<file path="src/hw/rtl/stst_pkg.sv">
`timescale 1ns / 1ps
// Package for the sorted time schedule table: sizes, codes, beat and command types.
// Used by stst_cell, sorted_time_schedule_table_top and the dv checker and testbench; depends on nothing else.
package stst_pkg;

   localparam int PIN_COUNT      = 8;
   localparam int EVENTS_PER_PIN = 16;
   localparam int HOUR_MINUTES   = 60;
   localparam int MONTH_DAYS     = 32;

   localparam int PIN_W  = (PIN_COUNT > 1) ? $clog2(PIN_COUNT) : 1;
   localparam int CNT_W  = $clog2(EVENTS_PER_PIN + 1);
   localparam int KEY_W  = 11;
   localparam int DATE_W = 9;

   typedef logic [PIN_W-1:0]  pin_type;
   typedef logic [CNT_W-1:0]  cnt_type;
   typedef logic [KEY_W-1:0]  key_type;
   typedef logic [DATE_W-1:0] date_type;

   typedef enum logic [1:0] {
      FUNC_INSERT = 2'd0,
      FUNC_REMOVE = 2'd1,
      FUNC_CLEAR  = 2'd2,
      FUNC_QUERY  = 2'd3
   } func_type;

   localparam logic [1:0] STATUS_OK   = 2'd0;
   localparam logic [1:0] STATUS_FULL = 2'd1;
   localparam logic [1:0] STATUS_MISS = 2'd2;

   typedef struct packed {
      logic [4:0] hour;
      logic [5:0] minute;
      logic [3:0] from_month;
      logic [4:0] from_day;
      logic [3:0] to_month;
      logic [4:0] to_day;
      logic [7:0] level;
   } entry_type;

   typedef struct packed {
      func_type  func;
      pin_type   pin;
      logic      pin_ok;
      logic      ins_ok;
      cnt_type   count;
      key_type   key;
      date_type  now_date;
      entry_type ev;
   } cmd_type;

   typedef struct packed {
      logic      act;
      logic      flag;
      cnt_type   idx;
      logic [7:0] lvl;
      entry_type carry;
   } beat_type;

   function automatic key_type time_key(input logic [4:0] hour, input logic [5:0] minute);
      return key_type'(hour) * key_type'(HOUR_MINUTES) + key_type'(minute);
   endfunction

   function automatic date_type date_key(input logic [3:0] month, input logic [4:0] day);
      return date_type'(month) * date_type'(MONTH_DAYS) + date_type'(day);
   endfunction

endpackage

</file>
<file path="src/hw/rtl/stst_cell.sv">
`timescale 1ns / 1ps
// One slot of the schedule chain: holds the entry at its position for every pin.
// Depends on stst_pkg; instanced in a row by sorted_time_schedule_table_top.
module stst_cell (
   input  logic                clock,
   input  logic                reset,
   input  stst_pkg::cnt_type   cell_idx,
   input  stst_pkg::cmd_type   cmd,
   input  stst_pkg::beat_type  beat_in,
   output stst_pkg::beat_type  beat_out,
   input  stst_pkg::entry_type right_entry,
   output stst_pkg::entry_type own_entry
);
   import stst_pkg::*;

   entry_type store_ff [PIN_COUNT];
   beat_type  beat_ff;
   beat_type  beat_in_next;
   logic      wr;
   entry_type wr_data;
   logic      valid;
   key_type   own_key;
   date_type  first_date;
   date_type  last_date;

   assign own_entry  = store_ff[cmd.pin];
   assign valid      = cell_idx < cmd.count;
   assign own_key    = time_key(own_entry.hour, own_entry.minute);
   assign first_date = date_key(own_entry.from_month, own_entry.from_day);
   assign last_date  = date_key(own_entry.to_month, own_entry.to_day);

   always_comb begin
      beat_in_next = beat_in;
      wr           = 1'b0;
      wr_data      = beat_in.carry;
      if (beat_in.act) begin
         unique case (cmd.func)
            FUNC_INSERT: begin
               if (cmd.ins_ok) begin
                  if (valid) begin
                     if (beat_in.flag || (own_key > cmd.key)) begin
                        wr                 = 1'b1;
                        beat_in_next.carry = own_entry;
                        beat_in_next.flag  = 1'b1;
                     end
                  end else if (cell_idx == cmd.count) begin
                     wr = 1'b1;
                  end
               end
            end
            FUNC_REMOVE: begin
               if (valid && (beat_in.flag || (own_entry == cmd.ev))) begin
                  wr                = 1'b1;
                  wr_data           = right_entry;
                  beat_in_next.flag = 1'b1;
               end
            end
            FUNC_CLEAR: begin
            end
            FUNC_QUERY: begin
               if (valid && !beat_in.flag && (own_key >= cmd.key) &&
                   (cmd.now_date >= first_date) && (cmd.now_date <= last_date)) begin
                  beat_in_next.flag = 1'b1;
                  beat_in_next.idx  = cell_idx;
                  beat_in_next.lvl  = own_entry.level;
               end
            end
         endcase
      end
   end

   always_ff @(posedge clock) begin
      if (wr) begin
         store_ff[cmd.pin] <= wr_data;
      end
   end

   always_ff @(posedge clock) begin
      if (reset) begin
         beat_ff <= '0;
      end else begin
         beat_ff <= beat_in_next;
      end
   end

   assign beat_out = beat_ff;

endmodule

</file>
<file path="config.mk">
export PLATFORM = sky130hd
export DESIGN_NAME = stst_cell
export DESIGN_NICKNAME = d
export VERILOG_FILES = /design/src/hw/rtl/stst_pkg.sv /design/src/hw/rtl/stst_cell.sv
export SDC_FILE = /design/constraint.sdc
export NUM_CORES = 1
export LEC_CHECK = 0
export BUFFER_PORTS_ARGS = -buffer_cell sky130_fd_sc_hd__buf_2
export CAP_MARGIN = 15
export CORE_UTILIZATION = 40
export CTS_BUF_LIST = sky130_fd_sc_hd__clkbuf_4 sky130_fd_sc_hd__clkbuf_8
export CTS_CLUSTER_DIAMETER = 50
export CTS_CLUSTER_SIZE = 16
export DETAILED_ROUTE_END_ITERATION = 7
export GPL_TIMING_DRIVEN = 0
export SYNTH_ARGS = -nofsm -noshare
export SYNTH_HDL_FRONTEND = slang
export SYNTH_SLANG_ARGS = --single-unit
</file>
<file path="constraint.sdc">
create_clock -name clock -period 13.5 [get_ports clock]
set_input_delay 1.35 -clock clock [delete_from_list [all_inputs] [get_ports clock]]
set_output_delay 1.35 -clock clock [all_outputs]
set_load 0.02 [all_outputs]
</file>
==> impl_metrics.env, run 1 <==
export IMPL_worst_ep_arrival_time_ns=9.83
export IMPL_synth_flop_cell="edfxtp_1"
export IMPL_fmax_ghz=0.105
export IMPL_fin_cells=1895
export IMPL_synth_area_um2=15900
export IMPL_overflow=0
export IMPL_htreeDepth=2
export IMPL_peakVddDrop_v=0.0000628
export IMPL_postCtsSetupBuffers=0
export IMPL_yosysWarnings=0
export IMPL_ys_seq_elements=348
export IMPL_crit_top_cell="inv_1"
export IMPL_drtPass1Iterations=7
export IMPL_finalWorstSetupSlack_ns=4.02
export IMPL_vias=10500
export IMPL_post_route_period_util_pct=70.2
export IMPL_postCtsResizedCells=0
export IMPL_antenna_found_initial=0
export IMPL_worstSetupEndpoint="store_ff[1][24]$_DFFE_PP_"
export IMPL_ys_async_sr_fraction_pct=0
export IMPL_cp_slowest_cell="a22oi_1"
export IMPL_die_x_um=201
export IMPL_drv_cap=0
export IMPL_core_um2=38900
export IMPL_power_leakage_nw=7.60
export IMPL_synth_edff_count=296
export IMPL_synth_cell_types=74
export IMPL_synth_fp_nets=1256
export IMPL_route_detailed_drc=0
export IMPL_timing_hold_ws_ns=0.845
export IMPL_dp_slack_ns=3.51
export IMPL_setup_violations=0
export IMPL_gp_congestion=0.887
export IMPL_cts_tree="yes"
export IMPL_core_rowCount=72
export IMPL_cts_root_buf="clkbuf_8"
export IMPL_rsz0062_at_grt="no"
export IMPL_seq_area_frac_synth_pct=62.5
export IMPL_routed_wl_um=51000
export IMPL_crit_buf_inv=8
export IMPL_end_kind="flop"
export IMPL_cp_max_fo=16
export IMPL_dp_hpwl_um=36900
export IMPL_clockBufferDepth=3
export IMPL_final_hold_violation_count=0
export IMPL_finalPower_mw=2.49
export IMPL_worstPathRequired_ns=13.85
export IMPL_switching_power_mw=0.740
export IMPL_status="finished, final reports clean"
export IMPL_viasPerCell=5.55
export IMPL_min_period_ns=9.48
export IMPL_pwr_share_seq_pct=47.7
export IMPL_synthToLayoutAreaGrowth_pct=21.4
export IMPL_fp_dieH_um=201
export IMPL_dp_cells=1822
export IMPL_worst_pin_slew_ns=1.37
export IMPL_critical_path_class="in2reg"
export IMPL_timing_rr_start="store_ff[1][34]$_DFFE_PP_"
export IMPL_reg2reg_depth=24
export IMPL_portBuffers=250
export IMPL_swShare_pct=29.8
export IMPL_drt_iter0_markers=919
export IMPL_grt_max_degree=21
export IMPL_crit_path_start_kind="primary input"
export IMPL_cp_startpoint="cmd[66]"
export IMPL_combPwrFrac_pct=19.3
export IMPL_cts_clk_slew_worst_paths_ns=0.10
export IMPL_r2r_setup_slack_ns=5.13
export IMPL_grt_pass1_vias=10400
export IMPL_critPathMaxStageDelay_ns=1.05
export IMPL_ios=254
export IMPL_syn_instance_count=1033
export IMPL_cts_num_sinks=348
export IMPL_fin_skew_ns=0.0521
export IMPL_p_int_mw=1.75
export IMPL_layout_common_cells="296 x edfxtp_1, 268 x buf_2, 68 x inv_1, 68 x mux2i_1, 65 x nor2_1"
export IMPL_relSlewSlack_pct=8.72
export IMPL_r2r_end="store_ff[1][24]$_DFFE_PP_"
export IMPL_final_max_slew_viol_count=0
export IMPL_grt_first_pass_wirelength_um=72300
export IMPL_wl_per_cell_um=26.9
export IMPL_crit_cells=26
export IMPL_clockPowerShare_pct=33.0
export IMPL_crit_family="compound AO/OA/AOI/OAI gates"
export IMPL_clock_latency_ns=0.63
export IMPL_holdBufCountCts=0
export IMPL_nNetsFinal=1568
export IMPL_power_density_nw_per_um2=129
export IMPL_layout_commonest_cell="edfxtp_1"
export IMPL_cts_made_buffers=39
export IMPL_initial_core_util_pct=40.8
export IMPL_die_area_um2=40500
export IMPL_fillCellCount=3429
export IMPL_ant_nets=0
export IMPL_track_usage_pct=25.2
export IMPL_drive_above_1_share_pct=35.2
export IMPL_syn_avg_cell_area_um2=15.4
export IMPL_hp_class="reg2reg"
## layer usage
| metal | wire length (um) | up-vias | track usage (%) |
|---|---|---|---|
| met5 | 0 | - | 0 |
| met3 | 4580 | 78 | 5.46 |
| li1 | - | 4606 | - |
| met4 | 1160 | 0 | 6.06 |
| met1 | 21400 | 5296 | 34.2 |
| met2 | 23900 | 542 | 41.2 |
## cell type report
class / count / area, um^2 / area share (%)
antenna: 1 / 2.50 / 0.0130
buffer: 46 / 294 / 1.52
clock buffer: 44 / 587 / 3.04
clock inverter: 28 / 337 / 1.75
inverter: 70 / 263 / 1.36
multi-input combinational: 569 / 5520 / 28.6
sequential: 348 / 9930 / 51.5
tap: 518 / 648 / 3.36
timing repair buffer: 271 / 1710 / 8.85
## Yosys cell counts (14+ instances only)
cell type	instances	share of area, %
mux4_2	33	4.7
nand2_1	16	0.38
nor2_1	65	1.5
mux2i_1	68	4.3
buf_2	15	0.47
xnor2_1	30	1.7
clkbuf_1	16	0.38
mux2_2	21	1.5
mux2_4	33	3.1
dfxtp_1	52	6.6
a221oi_1	14	0.77
ha_1	50	3.9
inv_1	68	1.6
xor2_1	14	0.77
a21oi_1	20	0.63
a211oi_1	29	1.4
edfxtp_1	296	56
## worst reg2reg max path: stages (launching register included)
cell,delay [ns]
edfxtp_1,0.37
mux2_2,0.27
a221o_1,0.30
a22oi_1,1.07
inv_1,0.30
fa_1,0.59
inv_1,0.06
fa_1,0.55
inv_1,0.06
ha_1,0.28
a21o_1,0.17
a21oi_1,0.26
o21bai_1,0.10
a21oi_1,0.17
xnor2_1,0.21
nand4_1,0.16
xnor2_1,0.17
ha_1,0.30
nand2_1,0.08
nor4_1,0.58
a211oi_1,0.23
o311ai_4,0.97
a21boi_4,0.40
buf_16,0.27
buf_16,0.17
## cells by family (layout without fill, tap and decap cells)
family,count (synthesis),in the layout,share of synthesized area (%)
other,0,1,0
and+or+nand+nor,149,149,4.79
adders and majority gates,58,58,4.94
AOI/OAI and AO/OA,152,152,7.22
muxes,166,166,14.6
xor gates and xnor gates,44,44,2.43
DFF,348,348,62.5
buffers and inverters,116,459,3.50
## through the flow
stage / TNS [ns] / utilization, % / instance area [um^2]
2_1_floorplan: 0 / - / 15900
3_3_place_gp: -269.48 / 45.7 / 17800
3_5_place_dp: 0 / 47.2 / 18400
4_1_cts: 0 / 49.6 / 19300
5_1_grt: 0 / 49.6 / 19300
6_report: 0 / 49.6 / 19300
## state kept, by name, summed over array words and instances, names as in the netlist
signal	cells
beat_out	52
store_ff	296
## how the worst min path moves through the flow
stage | startpoint | endpoint | cells after the start
final | store_ff[1][4]$_DFFE_PP_ | beat_out[4]$_SDFF_PP0_ | 4
after global routing | store_ff[2][6]$_DFFE_PP_ | beat_out[43]$_SDFF_PP0_ | 3
after CTS | store_ff[1][4]$_DFFE_PP_ | beat_out[4]$_SDFF_PP0_ | 4
after detailed placement | store_ff[2][6]$_DFFE_PP_ | beat_out[6]$_SDFF_PP0_ | 3
after global placement | store_ff[7][4]$_DFFE_PP_ | beat_out[4]$_SDFF_PP0_ | 4
after floorplan | store_ff[5][1]$_DFFE_PP_ | beat_out[1]$_SDFF_PP0_ | 2
## power groups by stage
stage | combinational (mW) | clock [mW] | sequential [mW]
3_5_place_dp | 0.477 | 0 | 1.21
2_1_floorplan | 0.294 | 0 | 1.22
3_3_place_gp | 0.461 | 0 | 1.21
6_report | 0.479 | 0.821 | 1.19
4_1_cts | 0.479 | 0.835 | 1.19
5_1_grt | 0.525 | 0.878 | 1.19
Note: power is estimated with default switching activity, not from simulation.
==> inputs of run 2 (changes only) <==
--- a/config.mk
+++ b/config.mk
@@ -5,6 +5,7 @@
 export SDC_FILE = /design/constraint.sdc
 export NUM_CORES = 1
 export LEC_CHECK = 0
+export ABC_AREA = 1
 export BUFFER_PORTS_ARGS = -buffer_cell sky130_fd_sc_hd__buf_2
 export CAP_MARGIN = 15
 export CORE_UTILIZATION = 40
==> constraint.sdc (replaced) <==
create_clock -name clock -period 8.4 [get_ports clock]
set_input_delay 0.84 -clock clock [delete_from_list [all_inputs] [get_ports clock]]
set_output_delay 0.84 -clock clock [all_outputs]
set_load 0.02 [all_outputs]
==> run 2 against run 1 <==
Against the previous run: global-route usage increased by 1.2 points; register-to-register slack got worse by 4.1 ns; final area increased by 5.3%; critical path depth increased by 6; first-iteration DRC count increased by 56%; utilization decreased by 1.5 points; via count increased by 34%; clock-buffer cell count decreased by 3; combinational power increased by 53%; sequential cell count unchanged; final cell count increased by 47%; sequential share of layout area decreased by 2.6 points.
==> impl_metrics.env, run 2 <==
export IMPL_clockBufferDepth=3
export IMPL_final_hold_violation_count=0
export IMPL_antenna_found_initial=3
export IMPL_seq_area_um2=9930
export IMPL_vias=14100
export IMPL_fillCellCount=3986
export IMPL_crit_family="simple AND/OR/NAND/NOR gates"
export IMPL_nNetsFinal=2430
export IMPL_status="finished, final reports clean"
export IMPL_final_core_util_pct=48.1
export IMPL_multi_input_area_um2=5840
export IMPL_cts_tree="yes"
export IMPL_fp_dieH_um=210
export IMPL_r2r_setup_slack_ns=1.08
export IMPL_timing_hold_ws_ns=0.441
export IMPL_layout_commonest_cell="nand2_1"
export IMPL_worstPathRequired_ns=8.71
export IMPL_die_area_um2=44000
export IMPL_synth_commonest_cells="754 x nand2_1, 296 x edfxtp_1, 272 x inv_1"
export IMPL_synth_adder_area_share_pct=4.56
export IMPL_power_density_nw_per_um2=198
export IMPL_worst_pin_slew_ns=1.14
export IMPL_core_rowCount=75
export IMPL_ys_async_sr_fraction_pct=0
export IMPL_viasPerCell=5.08
export IMPL_cp_max_fo=20
export IMPL_die_x_um=210
export IMPL_portBuffers=249
export IMPL_drive_above_1_share_pct=19.0
export IMPL_fin_skew_ns=0.0393
export IMPL_post_route_period_util_pct=93.0
export IMPL_fmax_ghz=0.128
export IMPL_finalWorstSetupSlack_ns=0.590
export IMPL_yosysWarnings=0
export IMPL_route_detailed_drc=0
export IMPL_largest_register_ffs=296
export IMPL_grt_pass1_vias=13300
export IMPL_layout_common_cells="754 x nand2_1, 296 x edfxtp_1, 272 x inv_1"
export IMPL_grt_busiest_layer="met2"
export IMPL_track_usage_pct=26.4
export IMPL_drv_cap=0
export IMPL_core_um2=42200
export IMPL_min_period_ns=7.81
export IMPL_synthToLayoutAreaGrowth_pct=17.8
export IMPL_crit_path_start_kind="primary input"
export IMPL_rsz0062_at_grt="yes"
export IMPL_yosys_top_cells_area="edfxtp_1 52%, nand2_1 16%, dfxtp_1 6.0%"
export IMPL_initial_core_util_pct=40.8
export IMPL_critPathMaxStageDelay_ns=0.81
export IMPL_crit_buf_inv=7
export IMPL_finalPower_mw=4.03
export IMPL_synth_cell_types=40
export IMPL_drt_iter0_markers=1436
export IMPL_overflow=0
export IMPL_syn_avg_cell_area_um2=9.04
export IMPL_wl_per_cell_um=20.9
export IMPL_synth_top_area_share_pct=51.5
export IMPL_final_max_slew_viol_count=0
export IMPL_cts_made_buffers=39
export IMPL_critical_path_class="in2reg"
export IMPL_relSlewSlack_pct=24.0
export IMPL_worst_ep_arrival_time_ns=8.12
export IMPL_holdBufCountCts=0
export IMPL_grt_max_degree=25
export IMPL_met2_usage_pct=43.2
export IMPL_crit_top_cell="nand2_1"
export IMPL_cp_slowest_cell="and2_2"
export IMPL_yosys_area_share_xor_xnor_pct=0.609
export IMPL_setup_violations=0
export IMPL_ys_seq_elements=348
export IMPL_synth_compound_area_share_pct=6.18
export IMPL_synth_edff_count=296
export IMPL_clock_latency_ns=0.63
export IMPL_cts_clk_slew_worst_paths_ns=0.09
export IMPL_cts_root_buf="clkbuf_8"
export IMPL_use_met1_pct=35.1
export IMPL_synth_top_family_by_area="simple AND/OR/NAND/NOR gates"
export IMPL_htreeDepth=2
export IMPL_cts_num_sinks=348
export IMPL_synth_fp_nets=2131
export IMPL_largest_register="store_ff"
export IMPL_synth_top_cell_by_area="edfxtp_1"
export IMPL_use_met3_pct=4.20
export IMPL_syn_instance_count=1908
export IMPL_peakVddDrop_v=0.0000857
export IMPL_synth_area_mux_share_pct=0
export IMPL_gp_congestion=0.921
export IMPL_grt_first_pass_wirelength_um=84000
export IMPL_ios=254
export IMPL_end_kind="flop"
export IMPL_dp_slack_ns=-0.0570
export IMPL_synth_area_um2=17200
export IMPL_ant_nets=0
export IMPL_synthSimpleGateAreaFrac_pct=22.4
export IMPL_power_leakage_nw=9.70
export IMPL_synth_flop_cell="edfxtp_1"
export IMPL_hp_class="in2reg"
export IMPL_yosysMostFrequentCell="nand2_1"
export IMPL_routed_wl_um=58000
export IMPL_dp_hpwl_um=41400
export IMPL_seq_area_frac_synth_pct=57.6
export IMPL_drtPass1Iterations=5
run 2: cell types whose count changed after synthesis, sizes merged, moves of 14 or more:
cell | previous run | this run
a221oi | 14 | 0
inv | 69 | 277
mux2 | 57 | 0
buf | 30 | 51
a21oi | 21 | 48
nand3 | 4 | 87
mux4 | 33 | 0
a211oi | 29 | 3
mux2i | 76 | 0
xnor2 | 30 | 4
o21ai | 12 | 96
a31oi | 3 | 19
nand2 | 16 | 755
run 2: cell type report:
type,count,area share (%)
tap,539,3.32
sequential,348,48.9
antenna,2,0.0246
clock buffer,41,2.78
clock inverter,30,1.88
multi-input combinational,1209,28.7
timing repair buffer,257,6.96
buffer,75,2.29
inverter,277,5.13
run 2: path summary, 6_finish.rpt:
check / startpoint / to / cells past startpoint
worst max-delay path: cmd[65] / store_ff[3][16]$_DFFE_PP_ / 32
worst min register to register: store_ff[7][31]$_DFFE_PP_ / beat_out[31]$_SDFF_PP0_ / 4
worst min-delay path: beat_in[48] / beat_out[48]$_SDFF_PP0_ / 3
worst max register to register: store_ff[7][32]$_DFFE_PP_ / store_ff[3][16]$_DFFE_PP_ / 31
run 2: tightest hold or removal path, delay by kind of cell:
kind	cells	cell delay [ns]
AND/OR/NAND/NOR	2	0.11
buffers and inverters	1	0.08
run 2: routing by layer:
layer  wire (um)  up-vias  share of wire [%]
met2       27000      666                 47
met1       24100     6629                 42
met5          13        -              0.022
met4        2030        2                3.5
met3        4840       98                8.3
li1            -     6704                  -
run 2: power breakdown:
part / leakage [nW] / internal (mW) / switching [mW]
logic: 6.12 / 0.241 / 0.493
clock network: 0.474 / 0.658 / 0.732
registers: 3.10 / 1.90 / 0.00605
total: 9.70 / 2.80 / 1.23
run 2: kinds of logic (layout without fill, tap and decap cells):
logic type,Yosys count,after routing
AOI/OAI and AO/OA,177,177
xor gates and xnor gates,12,12
adders and majority gates,58,58
buffers and inverters,352,680
DFF,348,348
other,0,2
and+or+nand+nor,961,962
run 2: stage by stage:
step	std cells	setup TNS [ns]	cell area, um^2
2_1_floorplan	1908	0	17200
3_3_place_gp	2696	-324.05	19200
3_5_place_dp	2704	-0.351	19400
4_1_cts	2775	0	20300
5_1_grt	2776	-7.19	20300
6_report	2778	0	20300
run 2: timing repair:
action                                  in CTS  in global routing
setup buffers                                0                  0
endpoints found under the setup margin       0                 66
gates resized for setup                      0                  6
